--- src/rtl/core/trd_pkg.sv ---
package trd_pkg;

    // Storage kept for the earlier bytes of a pixel; bytes beyond it read as zero
    localparam int PIXEL_BITS = 24;

    localparam int BYTE_W     = 8;
    localparam int REP_W      = 8;
    localparam int COUNT_W    = 25;
    localparam int BPP_W      = 3;
    localparam int SLOT_W     = 2;
    localparam int CFG_ADDR_W = 2;
    localparam int CFG_DATA_W = 25;

    // Configuration register indexes
    localparam logic [CFG_ADDR_W-1:0] CFG_BYTES_PER_PIXEL = 2'd0;
    localparam logic [CFG_ADDR_W-1:0] CFG_COMPRESSED      = 2'd1;
    localparam logic [CFG_ADDR_W-1:0] CFG_GREYSCALE       = 2'd2;
    localparam logic [CFG_ADDR_W-1:0] CFG_PIXEL_TOTAL     = 2'd3;

    // Packet header decoding
    localparam logic [BYTE_W-1:0] RUN_HEADER_MIN = 8'd128;
    localparam logic [BYTE_W-1:0] RUN_BIAS       = 8'd127;
    localparam logic [REP_W-1:0]  PACKET_MAX     = 8'd128;
    localparam logic [BYTE_W-1:0] ALPHA_OPAQUE   = 8'd255;

    typedef enum logic [2:0] {
        PH_HEADER = 3'b001,
        PH_RAW    = 3'b010,
        PH_RUN    = 3'b100
    } phase_t;

    typedef struct packed {
        logic [BPP_W-1:0]   bytes_per_pixel;
        logic               compressed;
        logic               greyscale;
        logic [COUNT_W-1:0] pixel_total;
    } cfg_t;

    typedef struct packed {
        logic [BYTE_W-1:0] red;
        logic [BYTE_W-1:0] green;
        logic [BYTE_W-1:0] blue;
        logic [BYTE_W-1:0] alpha;
        logic [REP_W-1:0]  repeat_res;
        logic              image_end;
    } pixel_t;

endpackage

--- src/rtl/core/trd_cfg_regs.sv ---
module trd_cfg_regs (
    input  logic                           clk,
    input  logic                           rst_n,
    input  logic                           cfg_write,
    input  logic [trd_pkg::CFG_ADDR_W-1:0] cfg_addr,
    input  logic [trd_pkg::CFG_DATA_W-1:0] cfg_data,
    output trd_pkg::cfg_t                  cfg
);
    import trd_pkg::*;

    cfg_t cfg_reg;
    cfg_t cfg_next;

    // Decode the write into the addressed register
    always_comb
    begin
        cfg_next = cfg_reg;
        if (cfg_write)
        begin
            unique case (cfg_addr)
                CFG_BYTES_PER_PIXEL: cfg_next.bytes_per_pixel = cfg_data[BPP_W-1:0];
                CFG_COMPRESSED:      cfg_next.compressed      = cfg_data[0];
                CFG_GREYSCALE:       cfg_next.greyscale       = cfg_data[0];
                CFG_PIXEL_TOTAL:     cfg_next.pixel_total     = cfg_data[COUNT_W-1:0];
            endcase
        end
    end

    always_ff @(posedge clk or negedge rst_n)
    begin
        if (!rst_n)
        begin
            cfg_reg.bytes_per_pixel <= BPP_W'(4);
            cfg_reg.compressed      <= 1'b1;
            cfg_reg.greyscale       <= 1'b0;
            cfg_reg.pixel_total     <= COUNT_W'(1);
        end
        else
        begin
            cfg_reg <= cfg_next;
        end
    end

    assign cfg = cfg_reg;

endmodule

--- src/rtl/core/trd_decode.sv ---
module trd_decode (
    input  logic                       clk,
    input  logic                       rst_n,
    input  trd_pkg::cfg_t              cfg,
    input  logic                       accept,
    input  logic [trd_pkg::BYTE_W-1:0] in_byte,
    output logic                       res_valid,
    output trd_pkg::pixel_t            res
);
    import trd_pkg::*;

    phase_t               phase_reg,       phase_next;
    logic [REP_W-1:0]     packet_left_reg, packet_left_next;
    logic [SLOT_W-1:0]    byte_slot_reg,   byte_slot_next;
    logic [PIXEL_BITS-1:0] pixel_bytes_reg, pixel_bytes_next;
    logic [COUNT_W-1:0]   pixels_left_reg, pixels_left_next;

    logic [BPP_W-1:0]     bpp_eff;
    logic                 done;
    logic [SLOT_W-1:0]    slot_gather;
    logic [PIXEL_BITS-1:0] bytes_gather;
    logic [31:0]          stored_wide;
    logic [31:0]          insert_wide;
    logic [BYTE_W-1:0]    b [4];
    logic [COUNT_W-1:0]   total_load;
    logic [COUNT_W-1:0]   pl_cur;
    logic [REP_W-1:0]     rep;
    logic [REP_W-1:0]     run_rep;
    logic                 emit;
    logic [COUNT_W-1:0]   rep_wide;
    logic [COUNT_W-1:0]   pl_after;

    // Normalize the pixel size to 1, 3 or 4 bytes
    always_comb
    begin
        if (cfg.bytes_per_pixel <= BPP_W'(1))
            bpp_eff = BPP_W'(1);
        else if (cfg.bytes_per_pixel <= BPP_W'(3))
            bpp_eff = BPP_W'(3);
        else
            bpp_eff = BPP_W'(4);
    end

    assign total_load = (cfg.pixel_total != '0) ? cfg.pixel_total : COUNT_W'(1);

    // Gather one byte into the pixel under assembly
    always_comb
    begin
        stored_wide = 32'(pixel_bytes_reg);
        insert_wide = 32'(in_byte) << {byte_slot_reg, 3'b000};
        done        = ({1'b0, byte_slot_reg} + BPP_W'(1)) >= bpp_eff;
        for (int k = 0; k < 4; k++)
            b[k] = stored_wide[8*k +: 8];
        b[byte_slot_reg] = in_byte;
        if (done)
        begin
            slot_gather  = '0;
            bytes_gather = '0;
        end
        else
        begin
            slot_gather  = byte_slot_reg + SLOT_W'(1);
            bytes_gather = PIXEL_BITS'(stored_wide | insert_wide);
        end
    end

    // Run length from a run header, clipped to the pixels left
    always_comb
    begin
        run_rep = in_byte - RUN_BIAS;
        if (COUNT_W'(run_rep) > pl_cur)
            run_rep = pl_cur[REP_W-1:0];
    end

    // Step the packet state for one byte
    always_comb
    begin
        phase_next       = phase_reg;
        packet_left_next = packet_left_reg;
        byte_slot_next   = byte_slot_reg;
        pixel_bytes_next = pixel_bytes_reg;
        pl_cur           = pixels_left_reg;
        rep              = REP_W'(1);
        emit             = 1'b0;

        if (!cfg.compressed)
        begin
            if (byte_slot_reg == '0 && pixels_left_reg == '0)
                pl_cur = total_load;
            byte_slot_next   = slot_gather;
            pixel_bytes_next = bytes_gather;
            emit             = done && (pl_cur != '0);
        end
        else
        begin
            unique case (phase_reg)
                PH_RAW:
                begin
                    byte_slot_next   = slot_gather;
                    pixel_bytes_next = bytes_gather;
                    if (done)
                    begin
                        if (packet_left_reg > '0)
                            packet_left_next = packet_left_reg - REP_W'(1);
                        if (packet_left_reg <= REP_W'(1))
                            phase_next = PH_HEADER;
                        emit = (pl_cur != '0);
                    end
                end
                PH_RUN:
                begin
                    byte_slot_next   = slot_gather;
                    pixel_bytes_next = bytes_gather;
                    if (done)
                    begin
                        phase_next       = PH_HEADER;
                        rep              = packet_left_reg;
                        packet_left_next = '0;
                        emit = (packet_left_reg != '0) && (pl_cur != '0);
                    end
                end
                default:
                begin
                    if (pixels_left_reg == '0)
                        pl_cur = total_load;
                    byte_slot_next   = '0;
                    pixel_bytes_next = '0;
                    if (in_byte < RUN_HEADER_MIN)
                    begin
                        packet_left_next = in_byte + REP_W'(1);
                        phase_next       = PH_RAW;
                    end
                    else
                    begin
                        packet_left_next = run_rep;
                        phase_next       = PH_RUN;
                    end
                end
            endcase
        end
    end

    // Count down the image and format the pixel
    always_comb
    begin
        rep_wide = COUNT_W'(rep);
        pl_after = (pl_cur >= rep_wide) ? pl_cur - rep_wide : '0;
        pixels_left_next = emit ? pl_after : pl_cur;

        res.red        = b[0];
        res.green      = b[0];
        res.blue       = b[0];
        res.alpha      = ALPHA_OPAQUE;
        if (!cfg.greyscale && bpp_eff >= BPP_W'(3))
        begin
            res.red   = b[2];
            res.green = b[1];
            res.blue  = b[0];
            if (bpp_eff == BPP_W'(4))
                res.alpha = b[3];
        end
        res.repeat_res = rep;
        res.image_end  = (pl_after == '0);
        res_valid      = accept && emit;
    end

    always_ff @(posedge clk or negedge rst_n)
    begin
        if (!rst_n)
        begin
            phase_reg       <= PH_HEADER;
            packet_left_reg <= '0;
            byte_slot_reg   <= '0;
            pixel_bytes_reg <= '0;
            pixels_left_reg <= '0;
        end
        else if (accept)
        begin
            phase_reg       <= phase_next;
            packet_left_reg <= packet_left_next;
            byte_slot_reg   <= byte_slot_next;
            pixel_bytes_reg <= pixel_bytes_next;
            pixels_left_reg <= pixels_left_next;
        end
    end

    // A pending run always holds between 1 and 128 copies
    a_run_len: assert property (@(posedge clk) disable iff (!rst_n)
        phase_reg == PH_RUN |-> packet_left_reg != '0 && packet_left_reg <= PACKET_MAX)
        else $error("run packet length out of range");

    // A result never repeats zero times or more than a packet allows
    a_rep_range: assert property (@(posedge clk) disable iff (!rst_n)
        res_valid |-> res.repeat_res != '0 && res.repeat_res <= PACKET_MAX)
        else $error("result repeat count out of range");

endmodule

--- src/rtl/core/trd_out_buf.sv ---
module trd_out_buf (
    input  logic            clk,
    input  logic            rst_n,
    input  logic            push,
    input  trd_pkg::pixel_t push_data,
    input  logic            out_stall,
    output logic            out_valid,
    output trd_pkg::pixel_t out_data,
    output logic            full
);
    import trd_pkg::*;

    logic   main_valid_reg, main_valid_next;
    logic   skid_valid_reg, skid_valid_next;
    pixel_t main_reg,       main_next;
    pixel_t skid_reg,       skid_next;
    logic   pop;

    assign pop = main_valid_reg && !out_stall;

    // Move requests between the output register and the skid slot
    always_comb
    begin
        main_valid_next = main_valid_reg;
        skid_valid_next = skid_valid_reg;
        main_next       = main_reg;
        skid_next       = skid_reg;
        priority if (skid_valid_reg)
        begin
            if (pop)
            begin
                main_next       = skid_reg;
                skid_valid_next = 1'b0;
            end
        end
        else if (push)
        begin
            if (!main_valid_reg || pop)
            begin
                main_next       = push_data;
                main_valid_next = 1'b1;
            end
            else
            begin
                skid_next       = push_data;
                skid_valid_next = 1'b1;
            end
        end
        else if (pop)
        begin
            main_valid_next = 1'b0;
        end
    end

    always_ff @(posedge clk or negedge rst_n)
    begin
        if (!rst_n)
        begin
            main_valid_reg <= 1'b0;
            skid_valid_reg <= 1'b0;
        end
        else
        begin
            main_valid_reg <= main_valid_next;
            skid_valid_reg <= skid_valid_next;
        end
    end

    always_ff @(posedge clk)
    begin
        main_reg <= main_next;
        skid_reg <= skid_next;
    end

    assign out_valid = main_valid_reg;
    assign out_data  = main_reg;
    assign full      = skid_valid_reg;

    // The skid slot only fills behind a waiting output
    a_skid_order: assert property (@(posedge clk) disable iff (!rst_n)
        skid_valid_reg |-> main_valid_reg)
        else $error("skid slot holds a request with the output register empty");

    // No request arrives while both slots are taken
    a_no_overflow: assert property (@(posedge clk) disable iff (!rst_n)
        push |-> !skid_valid_reg)
        else $error("request pushed into a full output buffer");

    // A request waiting in the skid slot moves up as soon as the output drains
    a_skid_refill: assert property (@(posedge clk) disable iff (!rst_n)
        skid_valid_reg && pop |=> main_valid_reg && !skid_valid_reg)
        else $error("skid request lost on output drain");

endmodule

--- src/rtl/core/tga_rle_pixel_decoder_unit.sv ---
// TGA run-length pixel decoder.
// Input channel: one byte of image pixel data per request (in_valid, in_stall,
// in_byte). Output channel: one decoded pixel per request with its repeat
// count and an end-of-image flag (out_valid, out_stall, red..image_end).
// Configuration: cfg_write with cfg_addr selects bytes_per_pixel, compressed,
// greyscale or pixel_total; write only while no byte is in flight.
// Each byte is decoded in the cycle it is accepted; a pixel completed by that
// byte is registered into the output buffer. Throughput is one byte per cycle
// while in_stall is low.
// Packet headers and the non-final bytes of a pixel give no output request.
// A two-entry output buffer (register plus skid slot) keeps bytes flowing
// while the receiver stalls; in_stall rises only when both entries are full
// and falls the cycle after the receiver takes a pixel.
// Reset returns the configuration to 4 bytes per pixel, compressed, colour,
// one pixel, and puts the decoder at a packet header with no image loaded;
// the next image starts on the first byte after that.
module tga_rle_pixel_decoder_unit (
    input  logic                           clk,
    input  logic                           rst_n,
    input  logic                           cfg_write,
    input  logic [trd_pkg::CFG_ADDR_W-1:0] cfg_addr,
    input  logic [trd_pkg::CFG_DATA_W-1:0] cfg_data,
    input  logic                           in_valid,
    output logic                           in_stall,
    input  logic [trd_pkg::BYTE_W-1:0]     in_byte,
    output logic                           out_valid,
    input  logic                           out_stall,
    output logic [trd_pkg::BYTE_W-1:0]     red,
    output logic [trd_pkg::BYTE_W-1:0]     green,
    output logic [trd_pkg::BYTE_W-1:0]     blue,
    output logic [trd_pkg::BYTE_W-1:0]     alpha,
    output logic [trd_pkg::REP_W-1:0]      repeat_res,
    output logic                           image_end
);
    import trd_pkg::*;

    cfg_t   cfg;
    logic   accept;
    logic   res_valid;
    pixel_t res;
    pixel_t out_data;
    logic   buf_full;

    assign accept   = in_valid && !buf_full;
    assign in_stall = buf_full;

    trd_cfg_regs u_cfg (
        .clk       (clk),
        .rst_n     (rst_n),
        .cfg_write (cfg_write),
        .cfg_addr  (cfg_addr),
        .cfg_data  (cfg_data),
        .cfg       (cfg)
    );

    trd_decode u_decode (
        .clk       (clk),
        .rst_n     (rst_n),
        .cfg       (cfg),
        .accept    (accept),
        .in_byte   (in_byte),
        .res_valid (res_valid),
        .res       (res)
    );

    trd_out_buf u_out (
        .clk       (clk),
        .rst_n     (rst_n),
        .push      (res_valid),
        .push_data (res),
        .out_stall (out_stall),
        .out_valid (out_valid),
        .out_data  (out_data),
        .full      (buf_full)
    );

    assign red        = out_data.red;
    assign green      = out_data.green;
    assign blue       = out_data.blue;
    assign alpha      = out_data.alpha;
    assign repeat_res = out_data.repeat_res;
    assign image_end  = out_data.image_end;

endmodule

--- config.mk ---
export PLATFORM = sky130hd
export DESIGN_NAME = tga_rle_pixel_decoder_unit
export DESIGN_NICKNAME = d
export VERILOG_FILES = /design/src/rtl/core/trd_pkg.sv /design/src/rtl/core/trd_cfg_regs.sv /design/src/rtl/core/trd_decode.sv /design/src/rtl/core/trd_out_buf.sv /design/src/rtl/core/tga_rle_pixel_decoder_unit.sv
export SDC_FILE = /design/constraint.sdc
export NUM_CORES = 1
export LEC_CHECK = 0
export BUFFER_PORTS_ARGS = -buffer_cell sky130_fd_sc_hd__buf_2
export CAP_MARGIN = 20
export CORE_MARGIN = 5
export CORE_UTILIZATION = 65
export CTS_CLUSTER_SIZE = 28
export DETAILED_ROUTE_END_ITERATION = 10
export PLACE_DENSITY = 0.85
export SLEW_MARGIN = 5
export SYNTH_ARGS = -nofsm -noshare
export SYNTH_HDL_FRONTEND = slang
export SYNTH_SLANG_ARGS = --single-unit
--- constraint.sdc ---
create_clock -name clk -period 18.3 [get_ports clk]
set_input_delay 0 -clock clk [delete_from_list [all_inputs] [get_ports clk]]
set_output_delay 0 -clock clk [all_outputs]
set_load 0.05 [all_outputs]
### Yosys cells after proc, flatten, opt, wreduce, memory -nomap -nowiden

Index checks and enable logic that the tools add are counted.

| word-level totals | value |
|---|---|
| output and inout port bits | 43 |
| word-level logic and storage cells | 141 |
| flip-flop bits (word level) | 176 |

| cells by class | value |
|---|---|
| $lt $le $gt $ge | 11 |
| bitwise logic cells | 4 |
| $add $sub $neg | 6 |
| shifts and indexed selects | 1 |
| equality and inequality tests | 12 |
| multiplexer cells | 50 |
| reductions and logical operators | 34 |

Operators with widths:

| cell | count |
|---|---|
| $mux 25 | 8 |
| $mux 41 | 4 |
| $mux 8 | 10 |
| $reduce_bool 25->1 | 3 |
| $mux 24 | 3 |
| $logic_not 25->1 | 2 |
| $bwmux 32 | 1 |
| $mux 32 | 1 |
| $ge 25x8->1 | 1 |
| $gt 8x25->1 | 1 |
| $sub 25x8->25 | 1 |
| $or 24x24->24 | 1 |
| $shl 8x5->24 | 1 |
| $mux 3 | 6 |
| $demux 8 s2 | 1 |
| $pmux 8 s2 | 1 |
| $mux 1 | 10 |
| $ne 2x1->1 const B | 5 |
| $reduce_and 5->1 | 2 |
| $reduce_and 3->1 | 3 |
| $add 8x1->8 const B | 1 |
| $gt 8x1->1 const B | 1 |
| $le 8x1->1 const B | 1 |
| $logic_and 1x1->1 | 8 |
| other kinds (28) | 42 |

### Logic depth before layout (Yosys ltp)

Gate-level depths: netlist of run 1.

| depth | value |
|---|---|
| word-level depth | 13 |
| depth in mapped cells | 22 |

### Modules after synthesis

Synthesis of run 1 repeated with hierarchy kept, for this count alone.

| second synthesis, totals | value |
|---|---|
| cell total of the unflattened synthesis | 918 |
| area total of the unflattened synthesis | 9943.3 um^2 |

Modules (own cells, without submodules):

| module | area each (um^2) | sequential area each (um^2) | cells each | instances |
|---|---|---|---|---|
| trd_decode | 5447.7 | 1552.7 | 711 | 1 |
| trd_out_buf | 3246.9 | 2512.4 | 140 | 1 |
| trd_cfg_regs | 1234.9 | 754.5 | 66 | 1 |
| tga_rle_pixel_decoder_unit | 13.8 | 0.0 | 1 | 1 |

### Worst setup path after synthesis of run 1

OpenSTA, ideal clock, no wires.

| timing | value |
|---|---|
| kind | flip-flop to flip-flop |
| from | reg u_decode.byte_slot_reg[0] |
| to | reg u_out.main_reg, in the netlist u_out.out_data[0], enable pin |
| clock period less this slack | 5788 ps |
| arrival | 5286 ps |
| required time | 17798 ps |
| path slack | 12512 ps |
| buffers on the path | 1 |
| cell stages (with the launch flop) | 10 |
| cells stage by stage | dfrtp_1 -> inv_1 -> ha_1 -> ha_1 -> a21o_1 -> a21oi_1 -> a21oi_1 -> clkbuf_1 -> nand2_1 -> a21boi_0 |

| on the way | value |
|---|---|
| longest elaborated chain between the ends | 10 |

RTL lines:

| what | RTL line | source |
|---|---|---|
| start: declaration | trd_decode.sv:14 | `logic [SLOT_W-1:0] byte_slot_reg, byte_slot_next;` |
| start signal: assignment | trd_decode.sv:181 | `byte_slot_reg <= byte_slot_next;` |
| branches (longest 6 deep; another with $add 2x1->3) | n/a |  |
| $mux 1 (*) | trd_decode.sv:86 | `if (!cfg.compressed)` |
| $logic_and 1x1->1 (*) | trd_decode.sv:164 | `res_valid = accept && emit;` |
| $reduce_bool 2->1 (no source line) (*) | n/a |  |
| $reduce_and 3->1 (no source line) (*) | n/a |  |
| end signal: assignment | trd_out_buf.sv:71 | `main_reg <= main_next;` |
| end: declaration | trd_out_buf.sv:15 | `pixel_t main_reg, main_next;` |

Every way passes the cells marked *. The select of a mux whose other input is x is not followed.
A chain may end at the register's enable or synchronous reset.

==> results of run 1 <==
==> layer usage <==
layer,up-vias,part of all wire,wire length (um),global-route usage
li1,3753,-,-,-
met1,3988,0.41,11270,0.4294
met2,528,0.46,12880,0.4969
met3,94,0.095,2624,0.07643
met4,0,0.033,924,0.1114
met5,-,0,0,0
==> layout make-up <==
class,count,area [um^2],share of cell area
Clock buffer,17,425.4,0.03724
Clock inverter,15,212.7,0.01862
Inverter,27,101.3,0.008872
Multi-Input combinational cell,710,4758,0.4165
Sequential cell,175,4795,0.4197
Tap cell,188,235.2,0.02059
Timing Repair Buffer,134,895.9,0.07842
==> cells by family (layout without fill, tap and decap cells) <==
| kind of cell | after synthesis | count (layout) |
|---|---|---|
| buf+inv | 74 | 193 |
| fa+ha+maj | 28 | 28 |
| mux | 99 | 99 |
| xor+xnor | 21 | 21 |
| compound gates | 249 | 249 |
| flops | 175 | 175 |
| simple gates | 313 | 313 |
==> final timing paths <==
kind,from,end
setup / recovery,u_decode.byte_slot_reg[0],u_out.out_data[0]
hold / removal,rst_n,u_decode.pixels_left_reg[14]
setup reg to reg,u_decode.byte_slot_reg[0],u_out.out_data[0]
hold reg to reg,u_decode.pixel_bytes_reg[20],u_decode.pixel_bytes_reg[20]
max in group asynchronous,rst_n,u_decode.pixel_bytes_reg[7]
min in group clk,in_byte[0],u_decode.pixel_bytes_reg[0]
==> placed cells by master, fill, tap and decap left out, types with 8 or more instances in the layout <==
master and n:
inv_1 26, o21ai_0 54, dlygate4sd3_1 39, dfrtp_1 89, nand2_1 93, mux2i_1 25, mux2_2 73, nor3_1 16
buf_2 83, a211oi_1 11, buf_4 12, nor2_1 95, a21oi_1 104, nor4_1 10, clkbuf_16 17, a21o_1 11
nand3_1 17, xnor2_1 12, or3_1 10, ha_1 27, a31oi_1 14, nand4_1 8, xor2_1 9, edfxtp_1 82
==> stage by stage <==
| step | util | setup WS, ps | cells | hold slack, ps |
|---|---|---|---|---|
| floorplan | - | 12510 | 959 | -295.6 |
| global placement | 0.6929 | 12420 | 1192 | -37.16 |
| detailed placement | 0.6937 | 12160 | 1194 | -32.35 |
| CTS | 0.7624 | 12140 | 1265 | 19.66 |
| global route | 0.7627 | 11590 | 1266 | 50.69 |
| finish | 0.7627 | 12010 | 1266 | 37.21 |
==> repair_timing <==
item	in CTS	in global routing
hold buffers	39	0
setup buffers	0	0
endpoints found under the hold margin	75	0
==> power groups by stage <==
| stage | Clock (uW) | Combinational (uW) | Sequential (uW) |
|---|---|---|---|
| after floorplan | 0 | 464 | 730 |
| after global placement | 0 | 747 | 639 |
| after detailed placement | 0 | 763 | 643 |
| after CTS | 383 | 782 | 637 |
| after global routing | 401 | 863 | 654 |
| final | 382 | 799 | 644 |
==> results.json, run 1 <==
{
  "worstSetupEndpointType": "flop",
  "synthTopCellsByCount": "105 x a21oi_1, 96 x nor2_1, 93 x nand2_1",
  "p_per_area_mw_per_mm2": 159.8,
  "gp_congestion": 0.9979,
  "cpLargestDelayFamily": "simple AND/OR/NAND/NOR gates",
  "p_seq_frac": 0.353,
  "grt_use_total": 0.3152,
  "rrSetupSlack_ps": 12010,
  "drc_errors": 0,
  "ir_drop_v": 0.00009967,
  "synth_cell_types": 69,
  "ys_ff_latch": 175,
  "synthMuxAreaShare": 0.1104,
  "period_minus_slack_ps": 6294,
  "grt_max_degree": 66,
  "slew_viol_final": 0,
  "clkTransAtPathRegs_ps": 80,
  "hold_viol": 0,
  "grt_pass1_vias": 8110,
  "timing.critical_path.buf_inv": 1,
  "clk_latency_ps": 440,
  "clkPwrFrac": 0.210,
  "timing.fmax_mhz": 158.9,
  "die_area_mm2": 0.01765,
  "p_leak_uw": 0.004460,
  "worstSetupStartpointType": "flop",
  "synthXorXnorAreaFrac": 0.01875,
  "dr_total_vias": 8363,
  "arrival_ps": 6580,
  "start_util": 0.6551,
  "row_count": 45,
  "slowest_delay_ps": 910,
  "synth_top_family_by_area": "simple AND/OR/NAND/NOR gates",
  "worst-setup-path-type": "flop to flop",
  "grt_antenna_before_repair": 0,
  "routed_wl_mm": 27.70,
  "fp.dieH_um": 132.9,
  "drtIter0Drc": 1108,
  "drtAntennaViolNets": 0,
  "vias_per_cell": 6.606,
  "cts.sinks": 175,
  "postCtsResizedCells": 0,
  "avgRoutedWirePerCell_um": 21.88,
  "cp.required_ps": 18590,
  "finalCritPeriodShare": 0.3439,
  "synth-edff-count": 82,
  "synth_top_area_share": 0.2510,
  "cts_max_level": 4,
  "synth_warnings": 0,
  "ys_async_sr_fraction": 0.5314,
  "synth_cells": 959,
  "synth_ff_type": "dfrtp_1",
  "synth_area_leaders": "edfxtp_1 25%, dfrtp_1 23%, mux2_2 8.4%, a21oi_1 5.4%, nor2_1 3.7%",
  "max-cap-violations": 0,
  "critPathSlowestCell": "nor4_1",
  "synth_most_common_cell": "a21oi_1",
  "drive_gt1_frac": 0.2152,
  "firstDrtPassIters": 6,
  "n_antenna_cell": 0,
  "ff2ff_path_depth": 16,
  "synth_fp_nets": 1027,
  "die_w_um": 132.9,
  "worst_pin_slew_ps": 1074,
  "run_status": "finished, final reports clean",
  "cts_root_buf": "clkbuf_16",
  "grt-ovfl-total": 0,
  "coreArea_mm2": 0.01498,
  "ys_seq_area_frac": 0.4887,
  "synth_compound_area_frac": 0.1525,
  "cp.depth": 16,
  "slew-limit-headroom": 0.2771,
  "intPower_uw": 1008,
  "portBuffers": 82,
  "synth_top_cell_by_area": "edfxtp_1",
  "hpwl_mm": 18.40,
  "path_max_fanout": 13,
  "final_nets": 1133,
  "cts_max_path_buffers": 2,
  "grt_pass1_wl_mm": 43.78,
  "synthSimpleGateAreaFrac": 0.1645,
  "boundaryPins": 83,
  "rsz0062_at_grt": "no",
  "design_area_mm2": 0.01142,
  "syn-cell-area_mm2": 0.009812,
  "area_growth_pct": 16.42,
  "placed_area_mm2": 0.01039,
  "setup_tns_ps": 0,
  "power_uw": 1825,
  "finalSetupViolations": 0,
  "fin_skew_ps": 10.39,
  "cts_tree": "built",
  "synthAdderAreaFrac": 0.03647,
  "cts_buffers": 17,
  "switching_share": 0.4478,
  "crit_chain": "inv_1 > ha_1 > ha_1 > a21o_1 > a21oi_1 > nor4_1 > nand2_1 > fa_1 > a211oi_1 > o21ai_0 > and2_1 > a211oi_1 > nor2_1 > or3_1 > or4_1 > a31oi_1",
  "fillers": 967,
  "comb_power_share": 0.438,
  "min_path_type": "input port to async pin",
  "avgSynthCellArea_um2": 10.23,
  "switchingPower_uw": 817.4
}
Note: power is estimated with default switching activity, not from simulation.
==> run 2: changes to the inputs <==
--- a/config.mk
+++ b/config.mk
@@ -8,10 +8,10 @@
 export BUFFER_PORTS_ARGS = -buffer_cell sky130_fd_sc_hd__buf_2
 export CAP_MARGIN = 20
 export CORE_MARGIN = 5
-export CORE_UTILIZATION = 65
+export CORE_UTILIZATION = 55
 export CTS_CLUSTER_SIZE = 28
 export DETAILED_ROUTE_END_ITERATION = 10
-export PLACE_DENSITY = 0.85
+export PLACE_DENSITY = 0.76
 export SLEW_MARGIN = 5
 export SYNTH_ARGS = -nofsm -noshare
 export SYNTH_HDL_FRONTEND = slang
==> constraint.sdc (replaced) <==
create_clock -name clk -period 5.4 [get_ports clk]
set_input_delay 0 -clock clk [delete_from_list [all_inputs] [get_ports clk]]
set_output_delay 0 -clock clk [all_outputs]
set_load 0.05 [all_outputs]
==> run 2 against run 1 <==
  * Global-route usage fell by 5.1 points
  * Cell area up 1.2%
  * Clock power rose to 3.0 times the previous value
  * Utilization decreased by 9.9 points
  * Die area increased by 17%
  * Maximum frequency grew 22%
  * Power rose to 3.3 times the previous value
  * Register-to-register slack got worse by 12000 ps
  * Setup slack worse by 12000 ps
  * Combinational power rose to 3.5 times the previous value
  * Critical path depth grew 2
  * Critical path type unchanged
  * Highest routed layer unchanged
==> results.json, run 2 (same netlist as run 1, synthesis figures left out) <==
{
  "cts_root_buf": "clkbuf_16",
  "power_uw": 6085,
  "drtIter0Drc": 696,
  "worst-setup-path-type": "flop to flop",
  "n_antenna_cell": 0,
  "grt-ovfl-total": 0,
  "intPower_uw": 3401,
  "finalCritPeriodShare": 0.9548,
  "grt_pass1_wl_mm": 42.23,
  "p_per_area_mw_per_mm2": 526.3,
  "cts_max_level": 4,
  "vias_per_cell": 6.248,
  "grt_use_total": 0.2638,
  "firstDrtPassIters": 5,
  "arrival_ps": 5430,
  "portBuffers": 82,
  "cts_tree": "built",
  "area_growth_pct": 17.85,
  "clkTransAtPathRegs_ps": 70,
  "finalSetupViolations": 0,
  "avgRoutedWirePerCell_um": 20.16,
  "period_minus_slack_ps": 5156,
  "hold_viol": 0,
  "dr_total_vias": 8260,
  "drc_errors": 0,
  "worstSetupEndpointType": "flop",
  "hpwl_mm": 18.78,
  "routed_wl_mm": 26.65,
  "grt_pass1_vias": 7775,
  "die_area_mm2": 0.02061,
  "max-cap-violations": 0,
  "grt_max_degree": 61,
  "timing.fmax_mhz": 194.0,
  "cts_max_path_buffers": 2,
  "switching_share": 0.4411,
  "drtAntennaViolNets": 0,
  "crit_chain": "inv_1 > ha_1 > ha_1 > a21o_1 > a21oi_2 > nor4_2 > nand2_1 > fa_1 > a211oi_2 > o21ai_0 > buf_4 > a21oi_1 > mux2i_2 > or3_1 > a2111oi_2 > o2111ai_1 > or4_1 > a31oi_1",
  "coreArea_mm2": 0.01742,
  "slew-limit-headroom": 0.3214,
  "grt_antenna_before_repair": 0,
  "multi_input_area_mm2": 0.004788,
  "gp_congestion": 0.9182,
  "row_count": 48,
  "p_leak_uw": 0.004512,
  "final_cell_mix": "103 x a21oi_1, 95 x nor2_1, 93 x nand2_1",
  "worst_pin_slew_ps": 1010,
  "layout_setup_ws_ps": 244.3,
  "ir_drop_v": 0.0003082,
  "cp_common_cell": "ha_1",
  "die_w_um": 143.6,
  "comb_power_share": 0.454,
  "p_seq_frac": 0.354,
  "worstSetupStartpointType": "flop",
  "dp_slack_ps": -26.02,
  "fp.dieH_um": 143.6,
  "boundaryPins": 83,
  "switchingPower_uw": 2684,
  "slew_viol_final": 0,
  "fin_skew_ps": 8.896,
  "fillers": 1386,
  "hold_slack_ps": 70.71,
  "drive_gt1_frac": 0.2297,
  "start_util": 0.5634,
  "path_max_fanout": 6,
  "clkPwrFrac": 0.191,
  "run_status": "finished, final reports clean",
  "cts_buffers": 17,
  "cts.sinks": 175,
  "clk_latency_ps": 430,
  "cp.required_ps": 5680,
  "critPathSlowestCell": "or4_1",
  "min_path_type": "input port to async pin",
  "regArea_mm2": 0.004795,
  "layout_commonest_cell": "a21oi_1",
  "slowest_delay_ps": 550,
  "final_nets": 1152
}
[run 2: changes by cell type in the layout (fill, tap and decap cells not counted), moves of 2 or more]
cell,delta
inv_8,+2
a211oi_1,-2
clkinvlp_4,+3
a211oi_2,+2
dlygate4sd3_1,+3
clkbuf_1,+2
clkinv_8,-6
buf_4,+16
[run 2: final cells by class]
type / instances / share of cell area
flip-flops and latches: 175 / 0.4146
multi-input cells: 710 / 0.4141
repair buffers: 153 / 0.09046
clock buffers: 19 / 0.03744
well taps: 225 / 0.02435
clock inverters: 13 / 0.01028
inverters: 27 / 0.008764
[run 2: power groups by stage]
| stage | Sequential (uW) | Clock, uW | Combinational (uW) |
|---|---|---|---|
| detailed placement | 2170 | 0 | 2670 |
| floorplan | 2470 | 0 | 1570 |
| global placement | 2160 | 0 | 2630 |
| global route | 2200 | 1240 | 3000 |
| finish | 2160 | 1160 | 2770 |
| CTS | 2150 | 1180 | 2720 |
[run 2: final timing paths]
check	from	endpoint	slack, ps	cells after the start
worst max-delay path	u_decode.byte_slot_reg[1]	u_out.out_data[0]	240	18
worst min-delay path	rst_n	u_cfg.cfg[11]	70	2
worst max register to register	u_decode.byte_slot_reg[1]	u_out.out_data[0]	240	18
worst min register to register	u_decode.pixel_bytes_reg[11]	u_decode.pixel_bytes_reg[11]	500	2
max in group asynchronous	rst_n	u_decode.pixel_bytes_reg[9]	4200	3
min in group clk	cfg_write	u_cfg.cfg[28]	130	3
[run 2: worst max-delay path, delay by kind of cell (launching register included)]
kind                       cells  cell delay, ps
AOI/OAI and AO/OA              8            1470
muxes                          1             120
buffers and inverters          2             290
DFF                            1             420
adders and majority gates      3            1130
and+or+nand+nor                4            1560
[run 2: metrics by stage]
stage	cells	utilization	setup TNS [ps]	instance area, um^2
finish	1322	0.6639	0	11560
global route	1322	0.6639	-40.35	11560
CTS	1319	0.6616	0	11520
detailed placement	1245	0.6054	-26.02	10540
global placement	1245	0.6054	0	10540
floorplan	959	-	0	9812
[run 2: metal layers]
| layer | global-route usage | wire length, um | share of wire |
|---|---|---|---|
| met5 | 0 | 0 | 0 |
| met4 | 0.1026 | 735 | 0.028 |
| met3 | 0.04859 | 2036 | 0.076 |
| met2 | 0.4078 | 12210 | 0.46 |
| met1 | 0.3721 | 11660 | 0.44 |
[run 2: what timing repair did]
item | CTS | global route
resized for setup | 1 | 5
pin swaps | 0 | 0
buffers inserted | 0 | 1
hold buffers | 42 | 0
setup endpoints to repair | 1 | 2
endpoints found under the hold margin | 85 | 0
